==> config.mk <==
export PLATFORM = sky130hd
export DESIGN_NAME = ercc_fifo
export DESIGN_NICKNAME = d
export VERILOG_FILES = /design/src/rtl/ercc_pkg.sv /design/src/rtl/ercc_fifo.sv
export SDC_FILE = /design/constraint.sdc
export NUM_CORES = 1
export LEC_CHECK = 0
export BUFFER_PORTS_ARGS = -buffer_cell sky130_fd_sc_hd__buf_2
export CORE_UTILIZATION = 30
export DETAILED_ROUTE_END_ITERATION = 10
export PLACE_DENSITY = 0.51
export SYNTH_ARGS = -nofsm -noshare
export SYNTH_HDL_FRONTEND = slang
export SYNTH_SLANG_ARGS = --single-unit
==> constraint.sdc <==
create_clock -name clk -period 14.6 [get_ports clk]
set_input_delay 2.19 -clock clk [delete_from_list [all_inputs] [get_ports clk]]
set_output_delay 2.19 -clock clk [all_outputs]
set_load 0.005 [all_outputs]
==> src/rtl/ercc_pkg.sv <==
// Package of the exposure row-count calculator.
// Holds the codes, constants and queue entry type; depends on nothing.
package ercc_pkg;

	localparam logic [2:0] MODEL_A       = 3'd0;
	localparam logic [2:0] MODEL_B       = 3'd1;
	localparam logic [2:0] MODEL_C       = 3'd2;
	localparam logic [2:0] MODEL_PASS    = 3'd3;
	localparam logic [2:0] MODEL_GENERIC = 3'd4;

	localparam logic [1:0] KIND_VALUE    = 2'd0;
	localparam logic [1:0] KIND_SHUTTER  = 2'd1;
	localparam logic [1:0] KIND_ERROR    = 2'd2;

	localparam logic [1:0] REG_MODEL     = 2'd0;
	localparam logic [1:0] REG_SPEED     = 2'd1;
	localparam logic [1:0] REG_RES       = 2'd2;

	localparam logic [24:0] CLK_A_FAST   = 25'd26600000;
	localparam logic [24:0] CLK_A_SLOW   = 25'd13300000;
	localparam logic [24:0] CLK_FAST     = 25'd24000000;
	localparam logic [24:0] CLK_SLOW     = 25'd12000000;
	localparam logic [19:0] LOWER_US     = 20'd1000000;
	localparam logic [19:0] MAX_A        = 20'd32766;
	localparam logic [19:0] MAX_B        = 20'd1048575;
	localparam logic [19:0] MAX_C        = 20'd16383;
	localparam logic [19:0] MIN_A        = 20'd3;

	localparam int NUM_W = 48;
	localparam int DEN_W = 36;

	typedef enum logic [1:0] {ST_IDLE, ST_DIV, ST_DONE} div_state_t;

	typedef struct packed {
		logic [1:0]       kind;
		logic [19:0]      pass_value;
		logic             unit_us;
		logic [NUM_W-1:0] num;
		logic [DEN_W-1:0] den;
		logic             nonpos;
		logic             round_en;
		logic             plus1;
		logic             clamp_lo;
		logic [19:0]      clamp_max;
	} entry_t;

endpackage

==> src/rtl/ercc_fifo.sv <==
// Two-entry queue between the front and back parts.
// Depends on ercc_pkg.
module ercc_fifo (
	input  logic             clk,
	input  logic             arst_n,
	input  logic             push,
	input  ercc_pkg::entry_t push_entry,
	output logic             push_ready,
	output logic             pop_valid,
	output ercc_pkg::entry_t pop_entry,
	input  logic             pop
);
	import ercc_pkg::*;

	entry_t     mem_q [2];
	logic       wr_q, rd_q;
	logic [1:0] cnt_q;
	logic       do_push, do_pop;

	assign push_ready = (cnt_q != 2'd2);
	assign pop_valid = (cnt_q != 2'd0);
	assign pop_entry = mem_q[rd_q];
	assign do_push = push && push_ready;
	assign do_pop = pop && pop_valid;

	always_ff @(posedge clk or negedge arst_n) begin
		if (!arst_n) begin
			wr_q <= 1'b0;
			rd_q <= 1'b0;
			cnt_q <= 2'd0;
		end else begin
			if (do_push) begin
				wr_q <= !wr_q;
			end
			if (do_pop) begin
				rd_q <= !rd_q;
			end
			cnt_q <= cnt_q + {1'b0, do_push} - {1'b0, do_pop};
		end
	end

	always_ff @(posedge clk) begin
		if (do_push) begin
			mem_q[wr_q] <= push_entry;
		end
	end
endmodule

; Word-level counts from Yosys, hierarchy flattened
; Memories as Yosys holds them, arrays and structs flattened.
; Cells that the tools add are included.
[word_totals]
regBits = 4
ramBits = 262
inputBits = 135
output_inout_bits = 133
word_cells = 14
n_memories = 1
[mem_list]
columns = memory, depth, width, read_ports, rd_clocked_by_memory_dff, wr, line
row1 = mem_q, 2, 131, 1, 0, 1, ercc_fifo.sv:15  ; entry_t mem_q [2];
[classes]
n_addsub = 2
eq_ne = 1
muxes = 2
n_reduce_logical = 5
[ops]
columns = cell, count
row1 = 2-bit by 1-bit adder with 2-bit output, 1
row2 = 1-bit logical AND, 2
row3 = 1-bit zero test, 2
row4 = 1-bit 2-to-1 mux, 2
row5 = "2-bit != test, second input constant", 1
row6 = 2-bit nonzero test, 1
row7 = 2-bit by 1-bit subtractor with 2-bit output, 1

; Longest topological paths before layout
; Gate-level depths: netlist (run 1).
[logic_depth]
ltp_word = 4
ltp_mapped = 5
depth_no_buf = 5

; Least setup slack after synthesis (run 1)
; OpenSTA, ideal clock, no wires.
[synth_timing]
path_type = input to register
from = input push
to = memory mem_q[0][0] in the netlist's numbering, enable pin
setup_time_ns = 0.622
arrival_time_ns = 7.706
required_ns = 13.978
setup_slack_ns = 6.271
cell_stages = 2
path_buffers = 0
path_cell_list = nand2_1 -> nor2_1
[synth_via]
elab_chain_len = 3
[synth_rtl]
columns = element, line
row1 = "start, declared", ercc_fifo.sv:6  ; input logic push,
row2 = 1-bit logical AND, ercc_fifo.sv:23  ; assign do_push = push && push_ready;
row3 = 1-bit 2-to-1 mux, ercc_fifo.sv:43  ; if (do_push) begin
row4 = 1-bit 2-to-1 mux (implied by the code), ercc_fifo.sv:44  ; mem_q[wr_q] <= push_entry;
row5 = "end, declared", ercc_fifo.sv:15
; No other way between the ends.

==> results.cfg, run 1 <==
[status]
status = finished clean

[critical_path]
crit_fanout = 59
r2r_slack_ns = 11.70
worstRegToRegCells = 4
worst_ep_arrival_time_ns = 2.71
critical_path_class = reg2out
cp_data_required_time_ns = 12.41
r2r_start = cnt_q[0]$_DFF_PN0_
startpoint_type = flop
reg2reg_to = mem_q[0][0]$_DFFE_PP_
crit_start = rd_q$_DFFE_PN0P_
cp-end-kind = output port

[clocking]
hold_buffers = 0
clk_latency_ns = 0.53
clk_pin_slew_ns = 0.06
cts.htree.levels = 1
clk_path_buf_depth = 3
cts_tree = yes
post_cts_resized = 0
numClockSinks = 266
cts_root_buf = clkbuf_16
post_cts_buffers = 0
cts_inserted_buffers = 29

[synthesis]
synth-seq-cells = 266
synth.most_common_cell = edfxtp_1
ys_seq_area_share_pct = 79.6
syn_area_per_cell_um2 = 23.3
synth_cell_types = 20
synth_nets = 566
synth_edf_count = 262
async_reset_ff_share_pct = 1.50
synth_top_area_share_pct = 78.6
synth_common_cells = edfxtp_1 (262), mux2_4 (80), mux2_2 (51)
syn_area_um2 = 10000
synthTopCellsByArea = edfxtp_1 (79%), mux2_4 (12%), mux2_2 (5.7%)
yosys_warnings = 0
ys.flop_type = edfxtp_1
synthCells = 430
yosysTopAreaCell = edfxtp_1

[grt]
grtUsageMet2_pct = 18.8
grt.busiest_layer = met2
use_met3_pct = 4.23
overflow = 0
antenna_found_initial = 3
grt_pass1_wl_um = 28600
grt_pass1_vias = 5238
grtUsageTotal_pct = 10.9
grt_use_met1_pct = 12.3
grt_max_degree = 69

[hold_path]
hold_class = reg2reg
holdPathEnd = wr_q$_DFFE_PN0P_
holdPathStages = 1
min_from = wr_q$_DFFE_PN0P_

[cells_and_area]
fin_area_um2 = 12600
multi_input_area_um2 = 1910
fillCellCount = 3060
drive_gt1_share_pct = 60.0
register_area_um2 = 7970
synthToLayoutAreaGrowth_pct = 26.2
nets = 854

[detailed_routing]
drtIter0Drc = 136
viasPerCell = 4.17
route.detailed.drc = 0
vias = 4899
antenna_left = 0
first_pass_iters = 4
drt_wl_total_um = 19500
wl_per_cell_um = 16.6

[sta]
period_share_pct = 33.6
hold_viol = 0
setup_tns_ns = 0
setup_viol = 0
clock-skew-final_ns = 0.0113
grt_setup_unrepaired = no
slew_violations = 0
hold_ws_ns = 0.584
fin_crit_ns = 4.90
tightest_slew_ns = 1.07
fmax_ghz = 0.204
max_slew_margin_pct = 28.4

[power]
cellLeakagePower_nw = 4.86
pwr-share-clk_pct = 26.2
switching_share_pct = 26.7
pwr-share-seq_pct = 45.4
power_density_nw_per_um2 = 194
switching_power_w = 0.000653
combPwrFrac_pct = 28.4
internal-power_w = 0.00179
peakVddDrop_mv = 0.119

[floorplanning]
die_h_um = 185
die_x_um = 185
num_rows = 66
dieArea_um2 = 34100
core-area_um2 = 32700
initial_utilization_pct = 30.6
io_pins = 268

[placement]
gp_congestion = 0.688
io_buffers = 267
hpwl_um = 13100
dpl_cell_area_um2 = 11800

[run]
cap_viol_max_count = 0
==> layout make-up <==
class                           instances  share of cell area, %
Clock inverter                         10                  0.545
Multi-Input combinational cell        149                   15.1
Antenna cell                            1                 0.0198
Sequential cell                       266                   63.1
Clock buffer                           36                   5.95
Timing Repair Buffer                  272                   10.9
Tap cell                              442                   4.38
==> placed cells by master (no fill, tap or decap), drive strengths merged, types with 2 or more instances in the layout <==
cell type	instances
dfrtp	4
mux2	131
clkinv	8
edfxtp	262
clkbuf	36
buf	272
xnor2	3
nor2	3
nand2	2
==> state kept, by name (all words and copies together), names as in the netlist <==
register and flops:
cnt_q 2, rd_q 1, wr_q 1, mem_q 262
==> layer usage <==
metal / routed length (um) / share of wire (%) / up-vias
li1: - / - / 2290
met2: 9470 / 48 / 189
met5: 13 / 0.067 / -
met4: 527 / 2.7 / 2
met3: 1880 / 9.6 / 35
met1: 7640 / 39 / 2383
==> critical path, cell delays in order, from the launching register on <==
cell and delay [ns]:
dfrtp_4 0.79, buf_4 0.74, mux2_2 0.42, buf_2 0.13
==> logic make-up (layout without fill, tap and decap cells) <==
kind of cell,after synthesis,in the layout,share of synthesized area (%)
and+or+nand+nor,11,11,0.588
adders and majority gates,1,1,0.125
AOI/OAI and AO/OA,3,3,0.238
other,0,1,0
buffers and inverters,15,318,1.41
xor gates and xnor gates,3,3,0.263
muxes,131,131,17.7
DFF,266,266,79.6
==> per-stage QoR <==
step                      power [W]  utilization (%)  std cells  setup WS (ns)
after detailed placement    0.00184             36.1       1129           9.93
after global placement      0.00182             36.1       1129          10.07
after CTS                   0.00250             38.6       1175           9.59
final                       0.00245             38.6       1176           9.70
after global routing        0.00258             38.6       1175           9.54
after floorplan             0.00160                -        430           6.27
==> worst max path at each step <==
stage,slack (ns),endpoint,depth (start not counted)
after global routing,9.54,pop_entry[31],3
after CTS,9.59,pop_entry[31],3
after global placement,10.07,mem_q[0][95]$_DFFE_PP_,4
after detailed placement,9.93,mem_q[0][0]$_DFFE_PP_,4
after floorplan,6.27,mem_q[0][0]$_DFFE_PP_,2
final,9.70,pop_entry[31],3
==> power by group through the flow <==
| stage | clock [W] | combinational [W] | sequential [W] |
|---|---|---|---|
| after global placement | 0 | 0.000699 | 0.00112 |
| after CTS | 0.000666 | 0.000715 | 0.00112 |
| after floorplan | 0 | 0.000480 | 0.00112 |
| after detailed placement | 0 | 0.000712 | 0.00113 |
| after global routing | 0.000694 | 0.000755 | 0.00113 |
| final | 0.000641 | 0.000694 | 0.00111 |
No activity file was read; power rests on OpenSTA's default activity.
==> inputs of run 2 (changes only) <==
--- a/config.mk
+++ b/config.mk
@@ -8,7 +8,7 @@
 export BUFFER_PORTS_ARGS = -buffer_cell sky130_fd_sc_hd__buf_2
 export CORE_UTILIZATION = 30
 export DETAILED_ROUTE_END_ITERATION = 10
-export PLACE_DENSITY = 0.51
+export PLACE_DENSITY = 0.53
 export SYNTH_ARGS = -nofsm -noshare
 export SYNTH_HDL_FRONTEND = slang
 export SYNTH_SLANG_ARGS = --single-unit
==> constraint.sdc (replaced) <==
create_clock -name clk -period 4.4 [get_ports clk]
set_input_delay 0.66 -clock clk [delete_from_list [all_inputs] [get_ports clk]]
set_output_delay 0.66 -clock clk [all_outputs]
set_load 0.005 [all_outputs]
==> results.cfg, run 2 (synthesized netlist as in run 1, its figures left out) <==
[placement]
place_ws_ns = 1.81
hpwl_um = 12500
io_buffers = 267
gp_congestion = 0.694

[clocking]
cts_root_buf = clkbuf_16
clk_path_buf_depth = 3
cts.htree.levels = 1
clk_latency_ns = 0.54
numClockSinks = 266
clk_pin_slew_ns = 0.06
cts_tree = yes
cts_inserted_buffers = 29
post_cts_buffers = 0

[sta]
setup_viol = 0
slew_violations = 0
layout_setup_ws_ns = 1.28
hold_ws_ns = 0.305
hold_viol = 0
fmax_ghz = 0.321
fin_crit_ns = 3.12
setup_tns_ns = 0
grt_setup_unrepaired = no
tightest_slew_ns = 0.776
max_slew_margin_pct = 48.2
clock-skew-final_ns = 0.0121
period_share_pct = 70.8

[critical_path]
crit_chain = buf_12, mux2_2, buf_2
worst_ep_arrival_time_ns = 2.46
cp.depth = 3
cp_data_required_time_ns = 3.74
path_buf_inv = 2
startpoint_type = flop
max_stage_delay_ns = 0.90
crit_slowest_cell = dfrtp_4
crit_fanout = 59
critical_path_class = reg2out
cp-end-kind = output port
worstRegToRegCells = 4
cp_top_family = flip-flops

[detailed_routing]
first_pass_iters = 6
antenna_left = 0
drt_wl_total_um = 19200
vias = 4922
wl_per_cell_um = 16.3
viasPerCell = 4.17
drtIter0Drc = 207
route.detailed.drc = 0

[cells_and_area]
nets = 856
fillCellCount = 3058
largest_reg_flops = 262
top_register = mem_q
synthToLayoutAreaGrowth_pct = 27.7
final_cell_mix = buf_2 (267), edfxtp_1 (262), mux2_4 (80), mux2_2 (51), clkbuf_16 (29)
final_common_cell = buf_2
drive_gt1_share_pct = 60.8
largestRegisters = mem_q: 262 flops, cnt_q: 2 flops

[grt]
antenna_found_initial = 2
grt_max_degree = 72
overflow = 0
grt_pass1_wl_um = 27900
grt_pass1_vias = 4899
grtUsageTotal_pct = 10.8

[floorplanning]
io_pins = 268
num_rows = 66
die_x_um = 185
dieArea_um2 = 34100
core-area_um2 = 32700
initial_utilization_pct = 30.6
die_h_um = 185

[run]
cap_viol_max_count = 0

[power]
cellLeakagePower_nw = 4.93
peakVddDrop_mv = 0.320
power_density_nw_per_um2 = 651
total_power_w = 0.00832

[status]
status = finished clean

[hold_path]
holdPathStages = 1
hold_class = in2reg
## run 2: cell types whose count changed in the layout (fill, tap and decap cells not counted), sizes merged
cell / previous run / this run
clkinv: 8 / 14
clkbuf: 36 / 31
bufinv: 1 / 3
buf: 272 / 273
clkinvlp: 1 / 0
dlygate4sd3: 0 / 1
inv: 0 / 1
## run 2: worst paths after layout
| kind | start | endpoint | slack (ns) |
|---|---|---|---|
| setup / recovery | rd_q$_DFFE_PN0P_ | pop_entry[29] | 1.28 |
| hold / removal | push_entry[28] | mem_q[1][28]$_DFFE_PP_ | 0.30 |
| setup reg to reg | cnt_q[0]$_DFF_PN0_ | mem_q[0][66]$_DFFE_PP_ | 2.15 |
| max in group asynchronous | arst_n | rd_q$_DFFE_PN0P_ | 3.79 |
| min in group asynchronous | arst_n | cnt_q[0]$_DFF_PN0_ | 0.47 |
| hold reg to reg | wr_q$_DFFE_PN0P_ | wr_q$_DFFE_PN0P_ | 0.55 |
## run 2: area by class of cell
cell class              count  area, um^2  area share (%)
repair buffers            274        1440            11.3
well taps                 442         553            4.33
clock buffers              31         733            5.74
diodes                      1        2.50          0.0196
multi-input cells         149        1910            14.9
flip-flops and latches    266        7970            62.4
clock inverters            18         171            1.34
## run 2: worst reg2reg max path: cells and delay by family, from the launching register on
kind	cells	cell delay, ns
and+or+nand+nor	3	0.84
DFF	1	0.42
buffers and inverters	1	0.59
## run 2: layer usage
metal	GRT usage [%]	vias up	share of wire, %
met5	0	-	0
met4	3.04	0	2.5
met3	3.85	34	8.9
met2	17.4	187	46
met1	13.7	2402	43
li1	-	2299	-
## run 2: repair_timing
item | in CTS | in global routing
hold buffers | 1 | 0
endpoints found under the hold margin | 4 | 0
gates resized for setup | 0 | 0
## run 2: where the power goes
group	total, W	internal (W)	switching, W
sequential	0.00370	0.00346	0.000231
clock	0.00230	0.00137	0.000929
combinational	0.00233	0.00127	0.00106
total	0.00832	0.00610	0.00222
## run 2: through the flow
step                std cells  instance area (um^2)  utilization [%]
finish                   1181                 12800             39.1
global placement         1130                 11900             36.3
floorplan                 430                 10000                -
CTS                      1180                 12800             39.1
global route             1180                 12800             39.1
detailed placement       1130                 11900             36.3
