--- config.mk ---
export PLATFORM = sky130hd
export DESIGN_NAME = ercc_back_flat
export DESIGN_NICKNAME = d
export VERILOG_FILES = /design/src/rtl/ercc_pkg.sv /design/src/rtl/ercc_if.sv /design/src/rtl/ercc_back.sv /design/src/flat_wrapper.sv
export SDC_FILE = /design/constraint.sdc
export NUM_CORES = 1
export LEC_CHECK = 0
export BUFFER_PORTS_ARGS = -buffer_cell sky130_fd_sc_hd__buf_2
export CAP_MARGIN = 10
export CORE_MARGIN = 2
export CORE_UTILIZATION = 35
export DETAILED_ROUTE_END_ITERATION = 10
export GPL_ROUTABILITY_DRIVEN = 0
export PLACE_DENSITY_LB_ADDON = 0.25
export SYNTH_ARGS = -nofsm -noshare
export SYNTH_HDL_FRONTEND = slang
export SYNTH_SLANG_ARGS = --single-unit
--- constraint.sdc ---
create_clock -name clk -period 6.3 [get_ports clk]
set_input_delay 0.63 -clock clk [delete_from_list [all_inputs] [get_ports clk]]
set_output_delay 0.63 -clock clk [all_outputs]
set_load 0.005 [all_outputs]
--- src/rtl/ercc_pkg.sv ---
// Package of the exposure row-count calculator.
// Holds the codes, constants and queue entry type; depends on nothing.
package ercc_pkg;

	localparam logic [2:0] MODEL_A       = 3'd0;
	localparam logic [2:0] MODEL_B       = 3'd1;
	localparam logic [2:0] MODEL_C       = 3'd2;
	localparam logic [2:0] MODEL_PASS    = 3'd3;
	localparam logic [2:0] MODEL_GENERIC = 3'd4;

	localparam logic [1:0] KIND_VALUE    = 2'd0;
	localparam logic [1:0] KIND_SHUTTER  = 2'd1;
	localparam logic [1:0] KIND_ERROR    = 2'd2;

	localparam logic [1:0] REG_MODEL     = 2'd0;
	localparam logic [1:0] REG_SPEED     = 2'd1;
	localparam logic [1:0] REG_RES       = 2'd2;

	localparam logic [24:0] CLK_A_FAST   = 25'd26600000;
	localparam logic [24:0] CLK_A_SLOW   = 25'd13300000;
	localparam logic [24:0] CLK_FAST     = 25'd24000000;
	localparam logic [24:0] CLK_SLOW     = 25'd12000000;
	localparam logic [19:0] LOWER_US     = 20'd1000000;
	localparam logic [19:0] MAX_A        = 20'd32766;
	localparam logic [19:0] MAX_B        = 20'd1048575;
	localparam logic [19:0] MAX_C        = 20'd16383;
	localparam logic [19:0] MIN_A        = 20'd3;

	localparam int NUM_W = 48;
	localparam int DEN_W = 36;

	typedef enum logic [1:0] {ST_IDLE, ST_DIV, ST_DONE} div_state_t;

	typedef struct packed {
		logic [1:0]       kind;
		logic [19:0]      pass_value;
		logic             unit_us;
		logic [NUM_W-1:0] num;
		logic [DEN_W-1:0] den;
		logic             nonpos;
		logic             round_en;
		logic             plus1;
		logic             clamp_lo;
		logic [19:0]      clamp_max;
	} entry_t;

endpackage

--- src/rtl/ercc_if.sv ---


interface ercc_out_if;
	logic        valid;
	logic        ready;
	logic [1:0]  result_kind;
	logic [19:0] exposure_value;
	logic        shutter_unit_us;
	modport source (output valid, result_kind, exposure_value, shutter_unit_us, input ready);
	modport sink (input valid, result_kind, exposure_value, shutter_unit_us, output ready);
endinterface

--- src/rtl/ercc_back.sv ---
// Back part: restoring divider of 48 by 36 bits, rounding, clamping and output register.
// Depends on ercc_pkg and ercc_if.
module ercc_back (
	input  logic             clk,
	input  logic             arst_n,
	input  logic             pop_valid,
	input  ercc_pkg::entry_t pop_entry,
	output logic             pop,
	ercc_out_if.source       out_ch
);
	import ercc_pkg::*;

	div_state_t       state_q, state_d;
	entry_t           ent_q;
	logic [5:0]       cnt_q;
	logic [NUM_W-1:0] quo_q;
	logic [DEN_W-1:0] rem_q;
	logic [DEN_W:0]   rem_sh;
	logic             ge;
	logic [NUM_W:0]   qsum;
	logic [19:0]      res_value;
	logic             out_valid_q, load_out;
	logic [1:0]       kind_q;
	logic [19:0]      value_q;
	logic             unit_q;

	assign rem_sh = {rem_q, quo_q[NUM_W-1]};
	assign ge = (rem_sh >= {1'b0, ent_q.den});
	assign pop = (state_q == ST_IDLE);

	always_comb begin
		state_d = state_q;
		load_out = 1'b0;
		unique case (state_q)
			ST_IDLE: begin
				if (pop_valid) begin
					if (pop_entry.kind == KIND_VALUE && !pop_entry.nonpos) begin
						state_d = ST_DIV;
					end else begin
						state_d = ST_DONE;
					end
				end
			end
			ST_DIV: begin
				if (cnt_q == 6'(NUM_W - 1)) begin
					state_d = ST_DONE;
				end
			end
			ST_DONE: begin
				if (!out_valid_q || out_ch.ready) begin
					load_out = 1'b1;
					state_d = ST_IDLE;
				end
			end
			default: state_d = ST_IDLE;
		endcase
	end

	always_comb begin
		qsum = {1'b0, quo_q}
			+ (NUM_W + 1)'(ent_q.round_en && ({rem_q, 1'b0} > {1'b0, ent_q.den}))
			+ (NUM_W + 1)'(ent_q.plus1);
		if (ent_q.kind != KIND_VALUE) begin
			res_value = ent_q.pass_value;
		end else if (ent_q.nonpos) begin
			res_value = MIN_A;
		end else if (qsum > {29'b0, ent_q.clamp_max}) begin
			res_value = ent_q.clamp_max;
		end else if (ent_q.clamp_lo && qsum[19:0] < MIN_A) begin
			res_value = MIN_A;
		end else begin
			res_value = qsum[19:0];
		end
	end

	always_ff @(posedge clk or negedge arst_n) begin
		if (!arst_n) begin
			state_q <= ST_IDLE;
			out_valid_q <= 1'b0;
		end else begin
			state_q <= state_d;
			if (load_out) begin
				out_valid_q <= 1'b1;
			end else if (out_ch.ready) begin
				out_valid_q <= 1'b0;
			end
		end
	end

	always_ff @(posedge clk) begin
		if (state_q == ST_IDLE) begin
			ent_q <= pop_entry;
			quo_q <= pop_entry.num;
			rem_q <= '0;
			cnt_q <= '0;
		end else if (state_q == ST_DIV) begin
			cnt_q <= cnt_q + 6'd1;
			quo_q <= {quo_q[NUM_W-2:0], ge};
			rem_q <= ge ? DEN_W'(rem_sh - {1'b0, ent_q.den}) : rem_sh[DEN_W-1:0];
		end
		if (load_out) begin
			kind_q <= ent_q.kind;
			value_q <= res_value;
			unit_q <= ent_q.unit_us;
		end
	end

	assign out_ch.valid = out_valid_q;
	assign out_ch.result_kind = kind_q;
	assign out_ch.exposure_value = value_q;
	assign out_ch.shutter_unit_us = unit_q;

	a_div_count: assert property (@(posedge clk) disable iff (!arst_n)
		state_q == ST_DIV |-> cnt_q < 6'(NUM_W))
		else $error("divider step count overran");
	a_den_nonzero: assert property (@(posedge clk) disable iff (!arst_n)
		state_q == ST_DIV |-> ent_q.den != '0)
		else $error("division started with a zero divisor");
	a_error_zero: assert property (@(posedge clk) disable iff (!arst_n)
		load_out && ent_q.kind == KIND_ERROR |-> res_value == 20'd0 && !ent_q.unit_us)
		else $error("error item carries a value");
	a_hold_done: assert property (@(posedge clk) disable iff (!arst_n)
		state_q == ST_DONE && out_valid_q && !out_ch.ready |=> state_q == ST_DONE)
		else $error("result left the divider while the output was full");
endmodule

--- src/flat_wrapper.sv ---
// flat-port wrapper written by rule: the top's interface ports become plain ports
module ercc_back_flat import ercc_pkg::*;
  (clk, arst_n, pop_valid, pop_entry, pop, out_ch_valid, out_ch_result_kind, out_ch_exposure_value, out_ch_shutter_unit_us, out_ch_ready);
  ercc_out_if out_ch_i ();
  input  logic clk;
  input  logic arst_n;
  input  logic pop_valid;
  input  ercc_pkg::entry_t pop_entry;
  output logic pop;
  output wire logic [$bits(out_ch_i.valid)-1:0] out_ch_valid;
  output wire logic [$bits(out_ch_i.result_kind)-1:0] out_ch_result_kind;
  output wire logic [$bits(out_ch_i.exposure_value)-1:0] out_ch_exposure_value;
  output wire logic [$bits(out_ch_i.shutter_unit_us)-1:0] out_ch_shutter_unit_us;
  input wire logic [$bits(out_ch_i.ready)-1:0] out_ch_ready;
  assign out_ch_valid = out_ch_i.valid;
  assign out_ch_result_kind = out_ch_i.result_kind;
  assign out_ch_exposure_value = out_ch_i.exposure_value;
  assign out_ch_shutter_unit_us = out_ch_i.shutter_unit_us;
  assign out_ch_i.ready = out_ch_ready;
  ercc_back u_core (.clk(clk), .arst_n(arst_n), .pop_valid(pop_valid), .pop_entry(pop_entry), .pop(pop), .out_ch(out_ch_i));
endmodule
Yosys cells after proc, flatten, opt, wreduce, memory -nomap -nowiden
Cells that the tools add are included.

Register bits: 199. Bits of input ports: 135. Output and inout port bits: 25. Logic and storage cells: 59.

$add $sub $neg: 4. Order comparisons: 4. Eq/ne operators: 6. Muxes and demuxes: 16. Reductions and logical operators: 12.

Operators by type and width (count): 48-bit two-way mux (2); 20-bit two-way mux (4); 48-bit by 1-bit adder with 49-bit output (1); 49-bit by 1-bit adder with 49-bit output (1); 49-bit by 20-bit greater-than comparator with 1-bit output (1); 37-bit by 36-bit greater-or-equal comparator with 1-bit output (1); 37-bit by 36-bit greater-than comparator with 1-bit output (1); 36-bit two-way mux (1); 36-bit subtractor (1); 20-bit by 2-bit < comparator with 1-bit output (second input constant) (1); 2-bit two-way mux (4); 6-bit by 1-bit adder with 6-bit output (second input constant) (1); 6-bit == test (second input constant) (1); 2-bit one-hot mux with 3 select lines (1); 2-bit nonzero test (3); 2-bit logical NOT (2); 1-bit two-way mux (4); 2-bit by 1-bit inequality test with 1-bit output (second input constant) (2); 1-bit logical AND (3); 3-bit AND reduction (1); 2-bit by 1-bit == test with 1-bit output (second input constant) (1); 2-bit == test (second input constant) (1); 1-bit logical NOT (2); 2-bit inequality test (second input constant) (1); 1-bit logical OR (1).

Longest topological paths before layout
Gate-level depths: netlist of run 1.

Depth in word-level cells: 10. Depth in mapped cells: 29. Gate-level depth less buffers: 27.

Worst setup path after synthesis of run 1
Ideal clock, no wire load.

Kind: reg2reg. Start: register u_core.ent_q[57] (netlist bit). End: register u_core.value_q[1] (netlist: u_core.out_ch.exposure_value[1]) (data pin). Library setup time: 0.170 ns. Arrival: 5.332 ns. Required time: 6.130 ns. Path slack: 0.798 ns. Stages on the path, launching flop included: 29. Path buffers: 2. Clock period less this slack: 5.502 ns. Cells stage by stage: edfxtp_1 -> inv_1 -> ha_1 -> nand2_1 -> nor3b_1 -> nand4_1 -> nor4_1 -> nand2_1 -> nor3_1 -> inv_1 -> o21ai_0 -> nor2_1 -> fa_1 -> nand2_1 -> or2_2 -> clkbuf_1 -> nor2_1 -> and3_1 -> xor2_1 -> ha_1 -> nand4_1 -> or3_1 -> nor4_1 -> o311ai_0 -> nor4_1 -> nand4_2 -> buf_6 -> nor3b_1 -> a311oi_2.

Longest elaborated chain between the ends: 10. Elaborated cells on any way between the ends: 11. Those cells by class: 2 x add/sub; 3 x order compare; 4 x mux; 2 x reduce/logical.

Ends and longest elaborated chain: from (decl) (line ercc_back.sv:14) `entry_t ent_q;`; from (signal assigned) (line ercc_back.sv:92) `ent_q <= pop_entry;`; 37-bit by 36-bit greater-than comparator with 1-bit output (*) (line ercc_back.sv:61) `+ (NUM_W + 1)'(ent_q.round_en && ({rem_q, 1'b0} > {1'b0, ent_q.den}))`; 1-bit logical AND (*) (line ercc_back.sv:61); 48-bit by 1-bit adder with 49-bit output (*) (line ercc_back.sv:61); 49-bit by 1-bit adder with 49-bit output (*) (line ercc_back.sv:62) `+ (NUM_W + 1)'(ent_q.plus1);`; 20-bit by 2-bit < comparator with 1-bit output (line ercc_back.sv:69) `end else if (ent_q.clamp_lo && qsum[19:0] < MIN_A) begin`; 1-bit logical AND (line ercc_back.sv:69); 20-bit two-way mux (line ercc_back.sv:69); 20-bit two-way mux (*) (line ercc_back.sv:67) `end else if (qsum > {29'b0, ent_q.clamp_max}) begin`; 20-bit two-way mux (*) (line ercc_back.sv:65) `end else if (ent_q.nonpos) begin`; 20-bit two-way mux (*) (line ercc_back.sv:63) `if (ent_q.kind != KIND_VALUE) begin`; via u_core.res_value[1] (line ercc_back.sv:21) `logic [19:0] res_value;`; to (signal assigned) (line ercc_back.sv:103) `value_q <= res_value;`; to (decl) (line ercc_back.sv:24) `logic [19:0] value_q;`.

The timed path passes the listed nets; every way through them passes the cells marked *. A chain may end at the register's enable or synchronous reset.

Final worst setup path of run 1
Start: register u_core.rem_q[13]. End: register u_core.value_q[0] (netlist: u_core.out_ch.exposure_value[0]) (data pin).

Longest elaborated chain between the ends: 10. Elaborated cells on any way between the ends: 11. Those cells by class: 2 x add/sub; 3 x order compare; 4 x mux; 2 x reduce/logical.

Ends and longest elaborated chain: from (decl) (line ercc_back.sv:17) `logic [DEN_W-1:0] rem_q;`; from (signal assigned) (line ercc_back.sv:99) `rem_q <= ge ? DEN_W'(rem_sh - {1'b0, ent_q.den}) : rem_sh[DEN_W-1:0];`; 37-bit by 36-bit greater-than comparator with 1-bit output (*) (line ercc_back.sv:61); 1-bit logical AND (*) (line ercc_back.sv:61); 48-bit by 1-bit adder with 49-bit output (*) (line ercc_back.sv:61); 49-bit by 1-bit adder with 49-bit output (*) (line ercc_back.sv:62); 20-bit by 2-bit < comparator with 1-bit output (line ercc_back.sv:69); 1-bit logical AND (line ercc_back.sv:69); 20-bit two-way mux (line ercc_back.sv:69); 20-bit two-way mux (*) (line ercc_back.sv:67); 20-bit two-way mux (*) (line ercc_back.sv:65); 20-bit two-way mux (*) (line ercc_back.sv:63); via u_core.res_value[0] (line ercc_back.sv:21).

Marked as above.

==> metrics.txt, run 1 <==
status completed; part of the power in registers 0.456; vias in the first global route 8807; required time of the critical path 6.56 ns; clock power share 0.233; Fmax achieved about 170 MHz; remaining global-route overflow 0; Port Buffer Count about 160; share of layout cells above drive strength 1 0.239; largest fanout on the critical path 21; utilization after layout 0.420; Worst-path clk slew 0.08 ns; Period minus WS final approximately 6.0 ns; Final ANT Viol Nets 0; clock sinks slightly below 200; fin crit share 0.950; Max Slew Vio Count 0; sequential cell area around 0.0055 sq mm; initial core utilization 0.354; Residual DRC 0; Hold Crit Class in2reg; Largest delay share family, worst path simple AND/OR/NAND/NOR gates; Routed wire per std cell around 18 um; worst slew pin tran ~0.95 ns; Ports 160; Die Footprint about 0.034 sq mm; Setup Skew between 0.015 and 0.02 ns; synth warn 0; number of flops mapped to enable cells by yosys approximately 150; register area share after synthesis 0.482; Total GRT Usage 0.182; Syn Area/Cell roughly 10 sq um; final setup fails 0; core area 0.0325 sq mm; largest net degree at the start of global routing 86; first-pass GRT wire length ~48000 um; worst ir drop on vdd 207 uV; leak pwr 5.81 nW; sw frac 0.364; Synth Register Bits just under 200; initial antenna violation count 2; Die H between 150 and 200 um; Int Pwr 0.00295 W; chip width between 150 and 200 um; post-synthesis net count 1300; drt initial violations around 660; multi-input logic area approximately 0.0056 sq mm; switching pwr 0.00169 W; worst skew pair latency approximately 0.45 ns; final wirelength 31000 um; Power Density ~340 mW/mm^2; Bufs and invs on worst path 2; worst rel slew slack 0.364; CP max-delay cell or3_1; prevailing post-synth register cell edfxtp_1; vias slightly above 9000; fill count ~3200; Post-Synthesis Cells around 1100; WP data arrival 6.25 ns; DPL Wire Length about 23000 um; CP max stage delay ~0.44 ns; CTS buffer count 17; number of nets in the layout about 1500; Async S/R FF share, synth 0.0151; CTS max path bufs 2; max capacitance violation total 0; WS Path Type reg2reg; CTS tree done; Setup TNS Final 0 ns; Synth Cell Area around 0.011 sq mm; vias per inst 5.26; clock root buffer clkbuf_16; Fin. Hold Viols 0; Critical Path End Type flip-flop; H-tree depth 4; area grow syn2layout 18.8%; Setup crit start kind flip-flop; unique cell type count in the Yosys netlist between 60 and 70; Rows 66; first-pass iteration count of the detailed router 5; Comb pwr share 0.312
layout make-up:
type,count,share of cell area
inverters,73,0.0204
repair buffers,199,0.0811
flip-flops and latches,199,0.406
clock inverters,14,0.0104
diodes,1,0.000183
multi-input cells,796,0.410
well taps,442,0.0405
clock buffers,18,0.0315
kinds of logic (layout without fill, tap and decap cells):
family | Yosys count | count (layout) | share of synthesized area
compound gates | 254 | 254 | 0.139
xor+xnor | 51 | 51 | 0.0389
fa+ha+maj | 60 | 60 | 0.0667
buf+inv | 110 | 304 | 0.0375
flops | 199 | 199 | 0.482
mux | 86 | 86 | 0.0799
other cells | 0 | 1 | 0
simple gates | 345 | 345 | 0.155
cells in the mapped netlist, types with 4 or more instances:
cell type	instances	area share
nand4_1	30	0.016
a31oi_1	6	0.0033
mux2_2	46	0.045
nand2_1	109	0.036
nor3_1	20	0.0087
xor2_1	22	0.017
nor4_1	17	0.0093
o21bai_1	5	0.0033
o21ai_1	31	0.014
nor2_1	44	0.014
nor2b_1	11	0.0060
o21ai_0	56	0.024
a21o_1	26	0.017
o21a_1	4	0.0026
and4_1	9	0.0069
nand3_1	38	0.017
clkbuf_1	30	0.0098
a211oi_1	9	0.0059
o22ai_1	6	0.0033
xnor2_1	29	0.022
a21oi_1	59	0.026
nor3b_1	6	0.0039
o31ai_1	7	0.0046
nand2b_1	10	0.0054
edfxtp_1	154	0.40
or2_2	7	0.0038
inv_1	71	0.023
dfxtp_1	42	0.073
or4_1	8	0.0052
ha_1	58	0.063
or3_1	6	0.0033
a32oi_1	9	0.0069
and3_1	12	0.0065
o211ai_1	6	0.0039
and2_1	6	0.0033
mux2i_1	40	0.035
what timing repair did:
action	in CTS	in global routing
gates resized for setup	1	15
pin swaps	1	8
hold endpoints to repair	3	0
setup endpoints to repair	5	20
hold buffers	1	0
setup buffers	0	3
power by group through the flow:
stage,sequential (W),combinational (W),clock [W]
final,0.00211,0.00145,0.00108
after detailed placement,0.00213,0.00143,0
after global placement,0.00213,0.00141,0
after global routing,0.00215,0.00161,0.00116
after floorplan,0.00205,0.000982,0
after CTS,0.00211,0.00144,0.00111
registers in the layout, summed over array words and instances, names as in the netlist:
| register | cells |
|---|---|
| u_core.out_ch.result_kind | 2 |
| u_core.rem_q | 36 |
| u_core.cnt_q | 6 |
| u_core.out_ch.shutter_unit_us | 1 |
| u_core.quo_q | 48 |
| u_core.ent_q | 83 |
| u_core.out_ch.exposure_value | 20 |
| u_core.out_ch.valid | 1 |
| u_core.state_q | 2 |
metrics by stage:
step / std cells / cell area [sq um] / hold slack [ns] / power (W) / setup WS, ns
detailed placement: 1705 / 13000 / 0.418 / 0.00357 / -0.0631
global route: 1742 / 13600 / 0.316 / 0.00493 / -0.00304
floorplan: 1105 / 11500 / 0.334 / 0.00303 / 0.798
global placement: 1705 / 13000 / 0.404 / 0.00355 / 0.197
CTS: 1738 / 13600 / 0.321 / 0.00466 / 0.0496
finish: 1742 / 13600 / 0.345 / 0.00464 / 0.318
metal layers:
layer	vias up	track usage	routed length (um)
met5	-	0	9
met4	2	0.0610	612
met3	34	0.0354	1580
met2	251	0.310	15100
met1	4369	0.232	13700
li1	4508	-	-
cells in the final DEF, fill, tap and decap left out, types with 11 or more instances in the layout:
master	netlist	layout
clkbuf_16	0	17
nor2_1	44	41
nand2_1	109	109
inv_1	71	70
o21ai_0	56	53
nor4_1	17	15
edfxtp_1	154	154
mux2i_1	40	40
nor3_1	20	19
a21o_1	26	26
nor2b_1	11	11
buf_2	2	159
mux2_2	46	46
nand3_1	38	38
ha_1	58	58
xor2_1	22	21
dfxtp_1	42	42
a21oi_1	59	59
xnor2_1	29	27
o21ai_1	31	33
nand4_1	30	30
and3_1	12	12
buf_4	0	38
path summary, 6_finish.rpt:
path                              startpoint                              end  slack [ns]  cells after the start
min in group asynchronous             arst_n              u_core.out_ch.valid        0.50                      2
hold reg to reg            u_core.ent_q[108]    u_core.out_ch.shutter_unit_us        0.43                      0
setup reg to reg            u_core.rem_q[13]  u_core.out_ch.exposure_value[0]        0.32                     25
setup / recovery            u_core.rem_q[13]  u_core.out_ch.exposure_value[0]        0.32                     25
hold / removal                 pop_entry[52]                 u_core.ent_q[52]        0.35                      1
max in group asynchronous             arst_n                u_core.state_q[1]        5.69                      2
Power figures use the tool's default switching activity.
==> run 2: changes to the inputs <==
CELL_PAD_IN_SITES_DETAIL_PLACEMENT = 1   (was not set)
CELL_PAD_IN_SITES_GLOBAL_PLACEMENT = 2   (was not set)
==> run 2 against run 1 <==
Effect of this change:
- sequential share of layout area decreased by 0.14 points
- first-iteration DRC count decreased by 27%
- clock power increased by 9%
- sequential power about the same
- register-to-register slack improved by 0.08 ns
- hold slack got worse by 0.0029 ns
- highest routed layer is now met4
- global-route usage increased by 1.9 points
- design area increased by 0.36%
==> metrics.txt, run 2 (synthesis results as in run 1) <==
status completed; clock sinks around 200; chip width around 190 um; Routed wire per std cell around 20 um; Power Density around 350 mW/mm^2; largest net degree at the start of global routing between 90 and 100; initial core utilization 0.354; Setup Skew roughly 0.014 ns; Worst-path clk slew around 0.090 ns; first-pass GRT wire length 52900 um; Rows between 60 and 70; fin crit share 0.937; vias per inst roughly 5.3; WP data arrival between 6 and 7 ns; # diodes 0; worst ir drop on vdd ~210 uV; share of layout cells above drive strength 1 0.243; number of nets in the layout 1473; Max Slew Vio Count 0; CTS max path bufs 2; Fin. Hold Viols 0; Final ANT Viol Nets 0; Period minus WS final 5.90 ns; leading cell type in the layout, fill and taps excluded buf_2; DPL Wire Length 24800 um; clock root buffer clkbuf_16; utilization after layout 0.422; Largest register FFs a little over 80; commonest cells after routing, fill and taps aside buf_2 (159), edfxtp_1 (154), nand2_1 (109), inv_1 (70), a21oi_1 (58); Total GRT Usage 0.201; Critical Path End Type flip-flop; remaining global-route overflow 0; Fmax achieved ~170 MHz; worst rel slew slack 0.316; largest fanout on the critical path 21; Hold Crit Class in2reg; final wirelength between 30000 and 40000 um; Reg with most FFs u_core.ent_q; final setup fails 0; area grow syn2layout 19.2%; drt initial violations about 480; vias around 9200; Die Footprint 0.0343 sq mm; core area about 0.032 sq mm; Ports 160; Setup crit start kind flip-flop; required time of the critical path 6.60 ns; fill count approximately 3700; Hold WS about 0.34 ns; initial antenna violation count 0; vias in the first global route 9632; WS Path Type reg2reg; worst setup margin around 0.4 ns; max capacitance violation total 0; Place WS -0.0505 ns; leak pwr 5.80 nW; worst skew pair latency around 0.46 ns; H-tree depth 4; CTS tree done; Die H ~190 um; Final Power around 0.0048 W; Residual DRC 0; Port Buffer Count roughly 160; first-pass iteration count of the detailed router 5; worst slew pin tran 1.02 ns; largest registers u_core.ent_q: 83 flops, u_core.quo_q: 48 flops, u_core.rem_q: 36 flops; CTS buffer count 17
## run 2: where the power goes
group	total (W)	leakage, nW	internal, W	switching (W)
Sequential	0.00212	1.91	0.00183	0.000288
Clock	0.00118	0.307	0.000572	0.000610
Combinational	0.00147	3.59	0.000580	0.000885
## run 2: per-layer routing
layer / global-route usage / vias up / part of all wire
li1: - / 4478 / -
met1: 0.247 / 4489 / 0.44
met2: 0.363 / 175 / 0.51
met3: 0.0362 / 27 / 0.035
met4: 0.0502 / 0 / 0.016
met5: 0 / - / 0
## run 2: final timing paths
path                                    from                               to  slack (ns)  depth (start not counted)
max                         u_core.ent_q[58]  u_core.out_ch.exposure_value[1]        0.40                         27
min                             pop_entry[2]                  u_core.ent_q[2]        0.34                          1
max reg2reg                 u_core.ent_q[58]  u_core.out_ch.exposure_value[1]        0.40                         27
min reg2reg                u_core.ent_q[108]    u_core.out_ch.shutter_unit_us        0.43                          0
max in group asynchronous             arst_n                u_core.state_q[0]        5.66                          2
min in group asynchronous             arst_n              u_core.out_ch.valid        0.52                          2
## run 2: metrics by stage
stage / cell area, sq um / TNS, ns / std cells
2_1_floorplan: 11500 / 0 / 1105
3_3_place_gp: 12900 / 0 / 1699
3_5_place_dp: 12900 / -0.269 / 1699
4_1_cts: 13600 / 0 / 1732
5_1_grt: 13700 / -0.325 / 1733
6_report: 13700 / 0 / 1733
## run 2: cell type report
| cell class | count | area, sq um | area share |
|---|---|---|---|
| Clock inverter | 14 | 183 | 0.0133 |
| Tap cell | 442 | 553 | 0.0404 |
| Sequential cell | 199 | 5540 | 0.405 |
| Timing Repair Buffer | 191 | 1050 | 0.0768 |
| Inverter | 73 | 279 | 0.0204 |
| Multi-Input combinational cell | 796 | 5640 | 0.412 |
| Clock buffer | 18 | 450 | 0.0329 |
## run 2: worst max-delay path, stage by stage, from the launching register on
cell and delay, ns:
edfxtp_1 0.36, inv_1 0.05, ha_2 0.37, nand2_1 0.09, nor3b_2 0.23, nand4_1 0.17
nor4_1 0.26, nand2_1 0.09, nor2_1 0.16, a21oi_1 0.10, nor2_2 0.19, fa_2 0.27
nand2_1 0.05, or2_2 0.40, nor2_1 0.18, nand4_1 0.20, xnor2_2 0.29, ha_1 0.33
a21oi_1 0.16, nand2_1 0.08, a211o_1 0.27, nor4_2 0.23, o311ai_1 0.13, nor4_1 0.26
nand4_2 0.18, buf_12 0.20, nor3b_2 0.17, a311oi_2 0.25
## run 2: repair_timing
item | in CTS | in global routing
buffers inserted | 0 | 1
hold endpoints to repair | 3 | 0
pin swaps | 0 | 3
resized for setup | 2 | 25
hold buffers | 1 | 0
setup endpoints to repair | 20 | 20
